===== src/hw/rtl/pfe_pkg.sv =====
// pfe_pkg: shared types, constants and helper functions of the Playfair encryptor.
// Used by pfe_front, pfe_queue, pfe_back and the top level. No dependencies.

package pfe_pkg;

    localparam logic [4:0] LETTER_I = 5'd8;
    localparam logic [4:0] LETTER_J = 5'd9;
    localparam logic [4:0] LETTER_X = 5'd23;
    localparam logic [4:0] LETTERS  = 5'd26;
    localparam logic [4:0] CELLS    = 5'd25;
    localparam logic [2:0] SIDE_MAX = 3'd4;

    localparam logic [1:0] KIND_KEY   = 2'd0;
    localparam logic [1:0] KIND_FILL  = 2'd1;
    localparam logic [1:0] KIND_PAIR  = 2'd2;
    localparam logic [1:0] KIND_CLEAR = 2'd3;

    typedef enum logic [1:0] {
        OP_KEY,
        OP_FILL,
        OP_PAIR,
        OP_CLEAR
    } op_t;

    typedef struct packed {
        op_t        op;
        logic [4:0] a;
        logic [4:0] b;
    } cmd_t;

    typedef struct packed {
        logic [2:0] row;
        logic [2:0] col;
    } rc_t;

    function automatic logic [4:0] pair_letter(input logic [4:0] ch);
        logic [4:0] v;
        begin
            v = (ch >= LETTERS) ? LETTER_X : ch;
            if (v == LETTER_J)
            begin
                v = LETTER_I;
            end
            return v;
        end
    endfunction

    function automatic rc_t pos_rc(input logic [4:0] p);
        logic [4:0] q;
        logic [2:0] r;
        logic [4:0] base;
        rc_t        res;
        begin
            q = (p >= CELLS) ? p - CELLS : p;
            if (q >= 5'd20)
            begin
                r = 3'd4;
            end
            else if (q >= 5'd15)
            begin
                r = 3'd3;
            end
            else if (q >= 5'd10)
            begin
                r = 3'd2;
            end
            else if (q >= 5'd5)
            begin
                r = 3'd1;
            end
            else
            begin
                r = 3'd0;
            end
            base    = {r, 2'b00} + {2'b00, r};
            res.row = r;
            res.col = 3'(q - base);
            return res;
        end
    endfunction

    function automatic logic [4:0] cell_index(input logic [2:0] r, input logic [2:0] c);
        begin
            return {r, 2'b00} + {2'b00, r} + {2'b00, c};
        end
    endfunction

    function automatic logic [2:0] wrap_inc(input logic [2:0] v);
        begin
            return (v == SIDE_MAX) ? 3'd0 : v + 3'd1;
        end
    endfunction

endpackage


===== src/hw/rtl/playfair_digraph_encryptor.sv =====
// Playfair digraph encryptor, 5x5 square with i and j sharing a cell.
// Input channel: in_valid/in_ready with kind, letter_a, letter_b, second_absent.
//   kind 0 places a key letter, 1 completes the square in alphabet order,
//   2 encrypts a pair, 3 clears the square. Only pairs produce a word.
// Output channel: out_valid/out_ready with cipher_a, cipher_b.
// A front stage normalizes each word into a command queued in a QUEUE_DEPTH-entry
// FIFO, dropping a key word whose letter lies outside the alphabet; the back end
// executes commands one at a time; a completion takes one alphabet letter per cycle.
// in_ready drops only when the queue is full. A stalled receiver holds the
// output register; the back end waits with the next result until it frees,
// while the queue keeps taking words.
// Reset: square empty, no letters used, queue empty, out_valid low.
// Depends on pfe_pkg, pfe_front, pfe_queue, pfe_back.

module playfair_digraph_encryptor
    import pfe_pkg::*;
#(
    parameter int QUEUE_DEPTH = 2
)
(
    input  logic       clk,
    input  logic       rst_n,
    input  logic       in_valid,
    output logic       in_ready,
    input  logic [1:0] kind,
    input  logic [4:0] letter_a,
    input  logic [4:0] letter_b,
    input  logic       second_absent,
    output logic       out_valid,
    input  logic       out_ready,
    output logic [4:0] cipher_a,
    output logic [4:0] cipher_b
);

    logic q_full;
    logic q_empty;
    logic q_push;
    logic q_pop;
    cmd_t q_cmd;
    cmd_t q_head;

    pfe_front u_front (
        .in_valid      (in_valid),
        .in_ready      (in_ready),
        .kind          (kind),
        .letter_a      (letter_a),
        .letter_b      (letter_b),
        .second_absent (second_absent),
        .q_full        (q_full),
        .q_push        (q_push),
        .q_cmd         (q_cmd)
    );

    pfe_queue #(
        .DEPTH (QUEUE_DEPTH)
    ) u_queue (
        .clk      (clk),
        .rst_n    (rst_n),
        .push     (q_push),
        .push_cmd (q_cmd),
        .pop      (q_pop),
        .head     (q_head),
        .full     (q_full),
        .empty    (q_empty)
    );

    pfe_back u_back (
        .clk       (clk),
        .rst_n     (rst_n),
        .q_empty   (q_empty),
        .q_head    (q_head),
        .q_pop     (q_pop),
        .out_valid (out_valid),
        .out_ready (out_ready),
        .cipher_a  (cipher_a),
        .cipher_b  (cipher_b)
    );

endmodule


===== src/hw/rtl/pfe_front.sv =====
// pfe_front: takes input words, classifies them and normalizes letters into commands.
// Depends on pfe_pkg; feeds pfe_queue.

module pfe_front
    import pfe_pkg::*;
(
    input  logic       in_valid,
    output logic       in_ready,
    input  logic [1:0] kind,
    input  logic [4:0] letter_a,
    input  logic [4:0] letter_b,
    input  logic       second_absent,
    input  logic       q_full,
    output logic       q_push,
    output cmd_t       q_cmd
);

    logic       keep;
    logic [4:0] pa;
    logic [4:0] pb;

    assign in_ready = !q_full;

    always_comb
    begin
        keep     = 1'b1;
        q_cmd.op = OP_KEY;
        q_cmd.a  = letter_a;
        q_cmd.b  = LETTER_X;
        pa       = pair_letter(letter_a);
        pb       = second_absent ? LETTER_X : pair_letter(letter_b);
        case (kind)
            KIND_KEY:
            begin
                q_cmd.op = OP_KEY;
                keep     = (letter_a < LETTERS);
                q_cmd.a  = (letter_a == LETTER_J) ? LETTER_I : letter_a;
            end
            KIND_FILL:
            begin
                q_cmd.op = OP_FILL;
            end
            KIND_PAIR:
            begin
                q_cmd.op = OP_PAIR;
                q_cmd.a  = pa;
                q_cmd.b  = (pa == pb) ? LETTER_X : pb;
            end
            KIND_CLEAR:
            begin
                q_cmd.op = OP_CLEAR;
            end
            default:
            begin
                keep = 1'b0;
            end
        endcase
    end

    assign q_push = in_valid && in_ready && keep;

endmodule


===== src/hw/rtl/pfe_queue.sv =====
// pfe_queue: small command FIFO between the front and back parts.
// Depends on pfe_pkg for the command type.

module pfe_queue
    import pfe_pkg::*;
#(
    parameter int DEPTH = 2
)
(
    input  logic clk,
    input  logic rst_n,
    input  logic push,
    input  cmd_t push_cmd,
    input  logic pop,
    output cmd_t head,
    output logic full,
    output logic empty
);

    localparam int PTR_W = (DEPTH > 1) ? $clog2(DEPTH) : 1;
    localparam int CNT_W = $clog2(DEPTH + 1);
    localparam logic [PTR_W-1:0] PTR_LAST = PTR_W'(DEPTH - 1);
    localparam logic [CNT_W-1:0] CNT_FULL = CNT_W'(DEPTH);

    cmd_t             mem [DEPTH];
    logic [PTR_W-1:0] wr_ptr_reg;
    logic [PTR_W-1:0] rd_ptr_reg;
    logic [CNT_W-1:0] count_reg;
    logic             do_push;
    logic             do_pop;

    assign full    = (count_reg == CNT_FULL);
    assign empty   = (count_reg == '0);
    assign do_push = push && !full;
    assign do_pop  = pop && !empty;
    assign head    = mem[rd_ptr_reg];

    always_ff @(posedge clk)
    begin
        if (do_push)
        begin
            mem[wr_ptr_reg] <= push_cmd;
        end
    end

    always_ff @(posedge clk or negedge rst_n)
    begin
        if (!rst_n)
        begin
            wr_ptr_reg <= '0;
            rd_ptr_reg <= '0;
            count_reg  <= '0;
        end
        else
        begin
            if (do_push)
            begin
                wr_ptr_reg <= (wr_ptr_reg == PTR_LAST) ? '0 : wr_ptr_reg + 1'b1;
            end
            if (do_pop)
            begin
                rd_ptr_reg <= (rd_ptr_reg == PTR_LAST) ? '0 : rd_ptr_reg + 1'b1;
            end
            if (do_push && !do_pop)
            begin
                count_reg <= count_reg + 1'b1;
            end
            else if (do_pop && !do_push)
            begin
                count_reg <= count_reg - 1'b1;
            end
        end
    end

endmodule


===== src/hw/rtl/pfe_back.sv =====
// pfe_back: executes commands; holds the square and position memories, the
// used-letter flags and fill count, and the output register. Depends on pfe_pkg.

module pfe_back
    import pfe_pkg::*;
(
    input  logic       clk,
    input  logic       rst_n,
    input  logic       q_empty,
    input  cmd_t       q_head,
    output logic       q_pop,
    output logic       out_valid,
    input  logic       out_ready,
    output logic [4:0] cipher_a,
    output logic [4:0] cipher_b
);

    typedef enum logic [2:0] {
        S_IDLE,
        S_EXEC,
        S_FILL,
        S_CELL,
        S_EMIT
    } state_t;

    logic [4:0] cell_mem [0:24];
    logic [4:0] pos_mem  [0:25];

    state_t      state_reg, state_next;
    cmd_t        cmd_reg, cmd_next;
    logic [25:0] used_reg, used_next;
    logic [4:0]  fill_reg, fill_next;
    logic [4:0]  ch_reg, ch_next;
    logic        out_valid_reg, out_valid_next;
    logic [4:0]  cipher_a_reg, cipher_a_next;
    logic [4:0]  cipher_b_reg, cipher_b_next;

    logic [4:0]  pa_reg;
    logic [4:0]  pb_reg;
    logic [4:0]  ca_reg;
    logic [4:0]  cb_reg;

    logic        place_en;
    logic [4:0]  place_ch;
    logic [4:0]  fill_ch;
    rc_t         rc1;
    rc_t         rc2;
    logic [4:0]  o1;
    logic [4:0]  o2;
    logic        out_free;

    assign out_free = !out_valid_reg || out_ready;
    assign fill_ch  = (ch_reg == LETTER_J) ? LETTER_I : ch_reg;

    always_comb
    begin
        rc1 = pos_rc(pa_reg);
        rc2 = pos_rc(pb_reg);
        if (rc1.row == rc2.row)
        begin
            o1 = cell_index(rc1.row, wrap_inc(rc1.col));
            o2 = cell_index(rc2.row, wrap_inc(rc2.col));
        end
        else if (rc1.col == rc2.col)
        begin
            o1 = cell_index(wrap_inc(rc1.row), rc1.col);
            o2 = cell_index(wrap_inc(rc2.row), rc2.col);
        end
        else
        begin
            o1 = cell_index(rc1.row, rc2.col);
            o2 = cell_index(rc2.row, rc1.col);
        end
    end

    always_comb
    begin
        state_next     = state_reg;
        cmd_next       = cmd_reg;
        used_next      = used_reg;
        fill_next      = fill_reg;
        ch_next        = ch_reg;
        out_valid_next = out_valid_reg && !out_ready;
        cipher_a_next  = cipher_a_reg;
        cipher_b_next  = cipher_b_reg;
        q_pop          = 1'b0;
        place_en       = 1'b0;
        place_ch       = cmd_reg.a;

        case (state_reg)
            S_IDLE:
            begin
                if (!q_empty)
                begin
                    q_pop      = 1'b1;
                    cmd_next   = q_head;
                    state_next = S_EXEC;
                end
            end
            S_EXEC:
            begin
                case (cmd_reg.op)
                    OP_KEY:
                    begin
                        place_ch   = cmd_reg.a;
                        place_en   = (fill_reg < CELLS) && !used_reg[cmd_reg.a];
                        state_next = S_IDLE;
                    end
                    OP_FILL:
                    begin
                        ch_next    = '0;
                        state_next = S_FILL;
                    end
                    OP_PAIR:
                    begin
                        state_next = S_CELL;
                    end
                    OP_CLEAR:
                    begin
                        used_next  = '0;
                        fill_next  = '0;
                        state_next = S_IDLE;
                    end
                    default:
                    begin
                        state_next = S_IDLE;
                    end
                endcase
            end
            S_FILL:
            begin
                if ((fill_reg >= CELLS) || (ch_reg >= LETTERS))
                begin
                    state_next = S_IDLE;
                end
                else
                begin
                    place_ch = fill_ch;
                    place_en = !used_reg[fill_ch];
                    ch_next  = ch_reg + 5'd1;
                end
            end
            S_CELL:
            begin
                state_next = S_EMIT;
            end
            S_EMIT:
            begin
                if (out_free)
                begin
                    out_valid_next = 1'b1;
                    cipher_a_next  = ca_reg;
                    cipher_b_next  = cb_reg;
                    state_next     = S_IDLE;
                end
            end
            default:
            begin
                state_next = S_IDLE;
            end
        endcase

        if (place_en)
        begin
            used_next[place_ch] = 1'b1;
            if (place_ch == LETTER_I)
            begin
                used_next[LETTER_J] = 1'b1;
            end
            fill_next = fill_reg + 5'd1;
        end
    end

    always_ff @(posedge clk)
    begin
        if (place_en)
        begin
            cell_mem[fill_reg] <= place_ch;
            pos_mem[place_ch]  <= fill_reg;
        end
        pa_reg <= pos_mem[cmd_reg.a];
        pb_reg <= pos_mem[cmd_reg.b];
        ca_reg <= cell_mem[o1];
        cb_reg <= cell_mem[o2];
    end

    always_ff @(posedge clk or negedge rst_n)
    begin
        if (!rst_n)
        begin
            state_reg     <= S_IDLE;
            cmd_reg       <= '0;
            used_reg      <= '0;
            fill_reg      <= '0;
            ch_reg        <= '0;
            out_valid_reg <= 1'b0;
            cipher_a_reg  <= '0;
            cipher_b_reg  <= '0;
        end
        else
        begin
            state_reg     <= state_next;
            cmd_reg       <= cmd_next;
            used_reg      <= used_next;
            fill_reg      <= fill_next;
            ch_reg        <= ch_next;
            out_valid_reg <= out_valid_next;
            cipher_a_reg  <= cipher_a_next;
            cipher_b_reg  <= cipher_b_next;
        end
    end

    assign out_valid = out_valid_reg;
    assign cipher_a  = cipher_a_reg;
    assign cipher_b  = cipher_b_reg;

endmodule


===== config.mk =====
export PLATFORM = sky130hd
export DESIGN_NAME = playfair_digraph_encryptor
export DESIGN_NICKNAME = d
export VERILOG_FILES = /design/src/hw/rtl/pfe_pkg.sv /design/src/hw/rtl/playfair_digraph_encryptor.sv /design/src/hw/rtl/pfe_front.sv /design/src/hw/rtl/pfe_queue.sv /design/src/hw/rtl/pfe_back.sv
export SDC_FILE = /design/constraint.sdc
export NUM_CORES = 1
export LEC_CHECK = 0
export BUFFER_PORTS_ARGS = -buffer_cell sky130_fd_sc_hd__buf_4
export CORE_AREA = 3 3 224 226
export CTS_CLUSTER_SIZE = 14
export DETAILED_ROUTE_END_ITERATION = 8
export DIE_AREA = 0 0 227 229
export PLACE_DENSITY = 0.55
export SLEW_MARGIN = 15
export SYNTH_ARGS = -nofsm -noshare
export SYNTH_HDL_FRONTEND = slang
export SYNTH_HIERARCHICAL = 1
export SYNTH_SLANG_ARGS = --single-unit

===== constraint.sdc =====
create_clock -name clk -period 6.1 [get_ports clk]
set_input_delay 0.61 -clock clk [delete_from_list [all_inputs] [get_ports clk]]
set_output_delay 0.61 -clock clk [all_outputs]
set_load 0.05 [all_outputs]

# == Word level (Yosys, flattened, before mapping) ==
# Memory sizes are Yosys's and may differ from the RTL's. A register that Yosys moved wholly into a read port is not among the register bits.
# Cells that the tools add are included.
# totals
inputBits,17
mem_bits_rw,279
out_inout_bits,12
regBits,54
memories,3
romBits,0
latchBits,0
word_cells,189
# classes
shifts,0
n_addsub,24
n_mux,68
div,0
mul,0
reduce_logical,34
bitwise_logic,2
magnitude_cmp,20
n_eq_ne,28
# mem_list
memory,words,width,rd,rd_clocked_by_memory_dff,write_ports,line,rtl
u_back.pos_mem,26,5,2,2,1,pfe_back.sv:27,logic [4:0] pos_mem [0:25];
u_back.cell_mem,25,5,2,2,1,pfe_back.sv:26,logic [4:0] cell_mem [0:24];
u_queue.mem,2,12,1,1,1,pfe_queue.sv:25,cmd_t mem [DEPTH];
# ops
operator,n
two-way mux 5 bit,22
two-way mux 26 bit,3
adder 5 x 3 -> 5 bit,10
">= comparator 5 bit, second input constant",8
two-way mux 3 bit,13
bitwise OR 26 bit,1
"equality test 5 x 4 -> 1 bit, second input constant",5
">= comparator 5 x 4 -> 1 bit, second input constant",4
one-hot mux 5 bit (2 select lines),2
two-way mux 1 bit,19
"< comparator 5 x 6 -> 1 bit, second input constant",3
"equality test 3 bit, second input constant",5
one-hot mux 3 bit (5 select lines),1
"adder 3 x 1 -> 3 bit, second input constant",4
"adder 5 x 1 -> 5 bit, second input constant",2
binary-select mux 1 bit (select 5 bit),2
"equality test 2 bit, second input constant",5
">= comparator 5 x 3 -> 1 bit, second input constant",2
"< comparator 5 bit, second input constant",2
"subtractor 5 bit, second input constant",2
logical AND 1 bit,9
logical NOT 1 bit,9
one-hot mux 3 bit (3 select lines),1
one-hot mux 2 bit (4 select lines),1
other kinds (23),41

# == Logic depth before layout (Yosys ltp) ==
# depth
depth_word,13
mapped_depth,27
depth_no_buf,25

# == Hierarchy ==
# Netlist, hierarchy kept.
# by_module_without_submodules
module,instances,seq_area_each_um2,area_each_um2,cells_each
pfe_back,1,9609.2,17812.1,1356
pfe_queue,1,820.8,1099.8,56
pfe_front,1,0.0,407.9,65

# == Least setup slack after synthesis ==
# No wires, ideal clock.
# synth_path
path_kind,reg2reg
from,"reg u_back.pb_reg[1], read port of u_back.pos_mem"
to,"reg u_back.cb_reg[1], read port of u_back.cell_mem"
setup_time_ns,0.092
path_slack_ns,0.538
arrival_time_ns,5.470
stages_incl_launch_ff,23
path_buffers,1
synth_period_minus_slack_ns,5.562
t_required_ns,6.008
path_cell_list,dfxtp_1 inv_1 ha_1 nor3_2 nor3_1 or4_1 o211a_2 a21oi_1 ha_1 fa_1 nor4b_1 a211o_1 or2_2 fa_1 inv_1 fa_1 mux2i_1 a21oi_2 clkbuf_1 nand4_1 o21ai_0 nor3_1 nor4_1
# synth_between
elab_chain_cells,13
word_cells_on_any_way,27
cone_classes,add/sub (9); order compare (5); eq/ne (4); mux (9)
# synth_lines
item,line,rtl
start: declaration,pfe_back.sv:39,logic [4:0] pb_reg;
subtractor 5 bit or >= comparator 5 bit (tied branches),pfe_pkg.sv:54,q = (p >= CELLS) ? p - CELLS : p;
two-way mux 5 bit *,pfe_pkg.sv:54,
>= comparator 5 x 3 -> 1 bit,pfe_pkg.sv:67,else if (q >= 5'd5)
two-way mux 1 bit,pfe_pkg.sv:67,
two-way mux 3 bit,pfe_pkg.sv:63,else if (q >= 5'd10)
two-way mux 3 bit,pfe_pkg.sv:59,else if (q >= 5'd15)
two-way mux 3 bit,pfe_pkg.sv:55,if (q >= 5'd20)
adder 5 x 3 -> 5 bit (tied with other cells),pfe_pkg.sv:75,"base = {r, 2'b00} + {2'b00, r};"
subtractor 3 bit or two-way mux 3 bit (tied branches),"pfe_pkg.sv:77, pfe_pkg.sv:90",
adder 3 x 1 -> 3 bit (tied with other cells),pfe_pkg.sv:90,return (v == SIDE_MAX) ? 3'd0 : v + 3'd1;
two-way mux 3 bit or adder 5 x 3 -> 5 bit (tied branches),"pfe_pkg.sv:90, pfe_pkg.sv:84",
adder 5 x 3 -> 5 bit or two-way mux 5 bit (tied branches),"pfe_pkg.sv:84, pfe_back.sv:64",
two-way mux 5 bit *,pfe_back.sv:59,if (rc1.row == rc2.row)
end: declaration,pfe_back.sv:41,logic [4:0] cb_reg;
# Mark *: on every way between the ends. The rest lies on a longest branch, timed or not.
# A chain may end at the register's enable or synchronous reset.

# == Worst setup path in the final report ==
# layout_path
from,"reg u_back.pb_reg[0], read port of u_back.pos_mem"
to,"reg u_back.cb_reg[3], read port of u_back.cell_mem"
# Same word-level chain as after synthesis.

==> impl_metrics.toml <==
[yosys]
avgSynthCellArea_um2 = 13.08
seq_area_frac_synth = 0.5399
synth_edf_count = 279
yosys_register_bits = 365
yosys_most_used_dff = "edfxtp_1"
syn_area_um2 = 19320
synthCells = 1477
synth_cell_types = 88
synth_nets = 1550
ys_async_sr_fraction = 0.1808
yosysWarningCount = 6

[sta]
skew_ps = 17.28
setup_ws_ps = 231.8
hold_ws_ps = 174.6
worst_slew_pin_slew_ps = 1106
fin_crit_sh = 0.9620
hold_viol = 0
relSlewSlack = 0.2610
setup_viol = 0
max_clock_freq_mhz = 170.4
final_max_slew_viol_count = 0
min_period_ps = 5868

[clocking]
h-tree-depth = 2
cts_buffers = 41
cts-root-buf = "clkbuf_16"
cts-hold-fix-buffers = 0
cts_tree = "built"
clkSlewWorstSetupHoldPaths_ps = 60
clock_sinks = 365
clockBufferDepth = 3
clk-insertion-delay-late_ps = 570

[place]
dp_hpwl_mm = 35.10
dp_cells = 2094
port_buffers = 28
gp_congestion = 0.8811
place_area_um2 = 20370
preCtsSetupSlack_ps = -258.1

[critical_path]
path_buf_inv = 3
cpLargestDelayFamily = "compound AO/OA/AOI/OAI gates"
r2r_start = "u_back/pb_reg[0]$_DFF_P_"
path_cells = "inv_1, ha_1, nand2_1, a211o_1, a222oi_1, o211a_2, a21oi_2, ha_1, fa_2, a211o_1, or2_2, fa_1, inv_1, fa_1, mux2i_2, a21o_2, buf_4, a21oi_1, a22o_1, o211a_1, nor4_4"
path_class = "reg2reg"
slowest_delay_ps = 590
worstSetupStartpointType = "flip-flop"
r2r_slack_ps = 230
reg2reg_to = "u_back/cb_reg[3]$_DFF_P_"
required_ps = 6550
worstSetupEndpointType = "flip-flop"
arrival_ps = 6320
crit_path_max_fanout = 8
r2r.worst_path.cells = 21
crit_path_top_delay_cell = "fa_1"

[finish]
stdcell_count = 2172
multi_input_area_um2 = 8433
finish.instance_area_um2 = 21940
antenna_cells = 0
nFillCells = 4317
fin_nets = 1591
regArea_um2 = 10440
largest_register_ffs = 130
area_delta_synth_final_pct = 13.58
drive_gt1_frac = 0.2142

[outcome]
status = "finished, final reports clean"

[floorplan]
start_util = 0.3980
num_rows = 81
die_width_um = 227
fp.dieH_um = 229
core_area_um2 = 48550
io_pins = 29
dieArea_um2 = 51980

[detailed_routing]
drtIter0Drc = 1282
wirelength_mm = 49.89
via_count = 12650
via_per_inst = 5.825
drc = 0
ant_nets = 0
post_drt_wl_per_cell_um = 22.97
drtPass1Iterations = 5

[global_routing]
grt_pass1_vias = 12630
grt_max_degree = 67
grt_usage = 0.1944
grt_pass1_wl_mm = 77.60
grt_overflow = 0
antenna_found_initial = 0

[min_path]
min-delay-path-class = "in2async"

[flow_run]
drv_cap = 0
==> cell usage after synthesis (7+ instances only) <==
cell type / n / area, µm²
buf_1: 11 / 41.29
edfxtp_1: 279 / 8378
o21ai_0: 28 / 140.1
and2_1: 12 / 75.07
mux2_4: 9 / 135.1
a32o_1: 7 / 70.07
a211oi_1: 33 / 247.7
buf_4: 8 / 60.06
inv_1: 48 / 180.2
and3_1: 8 / 50.05
nor2b_1: 23 / 143.9
nand2_1: 124 / 465.5
mux4_2: 88 / 1982
ha_1: 46 / 575.6
mux2_2: 38 / 427.9
nor3_1: 22 / 110.1
clkbuf_1: 40 / 150.1
xor2_1: 11 / 96.34
mux2i_1: 88 / 880.8
nand2b_1: 13 / 81.33
dfrtp_1: 66 / 1652
o221ai_1: 8 / 70.07
or3_1: 7 / 43.79
nand3_1: 29 / 145.1
buf_2: 22 / 110.1
nor4_1: 10 / 62.56
a21oi_1: 75 / 375.4
nor2_1: 106 / 397.9
dfxtp_1: 20 / 400.4
a21o_1: 37 / 277.8
fa_1: 10 / 200.2
o211ai_1: 7 / 52.55
==> through the flow <==
step / TNS [ps] / utilization
global route: -149.2 / 0.4520
floorplan: 0 / -
detailed placement: -723.6 / 0.4197
global placement: -50.71 / 0.4197
CTS: 0 / 0.4499
finish: 0 / 0.4520
==> what timing repair did <==
| action | 4_1_cts | 5_1_grt |
|---|---|---|
| gates cloned | 0 | 0 |
| pin swaps | 1 | 2 |
| endpoints found under the setup margin | 5 | 8 |
| buffers inserted | 1 | 2 |
| resized for setup | 8 | 18 |
==> worst register-to-register path, stage by stage (launching register included) <==
cell and delay [ps]:
dfxtp_2 420, inv_1 70, ha_1 310, nand2_1 60, a211o_1 300, a222oi_1 370, o211a_2 260, a21oi_2 40
ha_1 210, fa_2 370, a211o_1 320, or2_2 350, fa_1 590, inv_1 70, fa_1 500, mux2i_2 200
a21o_2 250, buf_4 140, a21oi_1 30, a22o_1 280, o211a_1 250, nor4_4 340
==> worst max-delay path by stage <==
stage,endpoint,start,cells past startpoint
detailed placement,u_back/cb_reg[3]$_DFF_P_,u_back/pb_reg[1]$_DFF_P_,21
finish,u_back/cb_reg[3]$_DFF_P_,u_back/pb_reg[0]$_DFF_P_,21
global route,u_back/cb_reg[3]$_DFF_P_,u_back/pb_reg[0]$_DFF_P_,21
global placement,u_back/cb_reg[3]$_DFF_P_,u_back/pb_reg[1]$_DFF_P_,20
CTS,u_back/cb_reg[0]$_DFF_P_,u_back/pb_reg[1]$_DFF_P_,22
floorplan,u_back/cb_reg[1]$_DFF_P_,u_back/pb_reg[1]$_DFF_P_,22
==> layout by cell type (no fill, tap or decap), types with 11 or more instances in the layout <==
cell,count
nor2b_1,22
ha_1,44
mux2_2,38
nand3_1,29
and2_1,12
dfxtp_1,18
a21oi_1,74
xor2_1,11
nand2b_1,13
nand2_1,123
mux4_2,88
edfxtp_1,279
a211oi_1,32
clkbuf_16,42
a21o_1,36
nor3_1,21
inv_1,48
dfrtp_1,63
nor2_1,103
mux2i_1,87
o21ai_0,27
buf_4,76
==> final cells by class <==
| cell class | instances | share of cell area |
|---|---|---|
| clock inverter | 28 | 0.01540 |
| inverter | 49 | 0.008382 |
| clock buffer | 47 | 0.04966 |
| tap | 622 | 0.03547 |
| timing repair buffer | 82 | 0.03108 |
| multi-input combinational | 979 | 0.3843 |
| sequential | 365 | 0.4757 |
==> cells by family (layout without fill, tap and decap cells) <==
group	Yosys count	count (layout)	share of synthesized area
fa+ha+maj	56	56	0.04015
mux	225	225	0.1785
flops	365	365	0.5399
xor+xnor	17	17	0.007707
simple gates	391	391	0.09689
compound gates	290	290	0.1069
buf+inv	133	206	0.02998
==> layer usage <==
metal	track usage	part of all wire	vias to the layer above
met5	0	0	-
met1	0.2800	0.46	6346
met4	0.08413	0.044	0
li1	-	-	5801
met2	0.2934	0.45	402
met3	0.02897	0.049	102
Power is left out: the tool's default activity adds up to more than one toggle a clock period on the data nets, which glitch-free logic cannot reach.
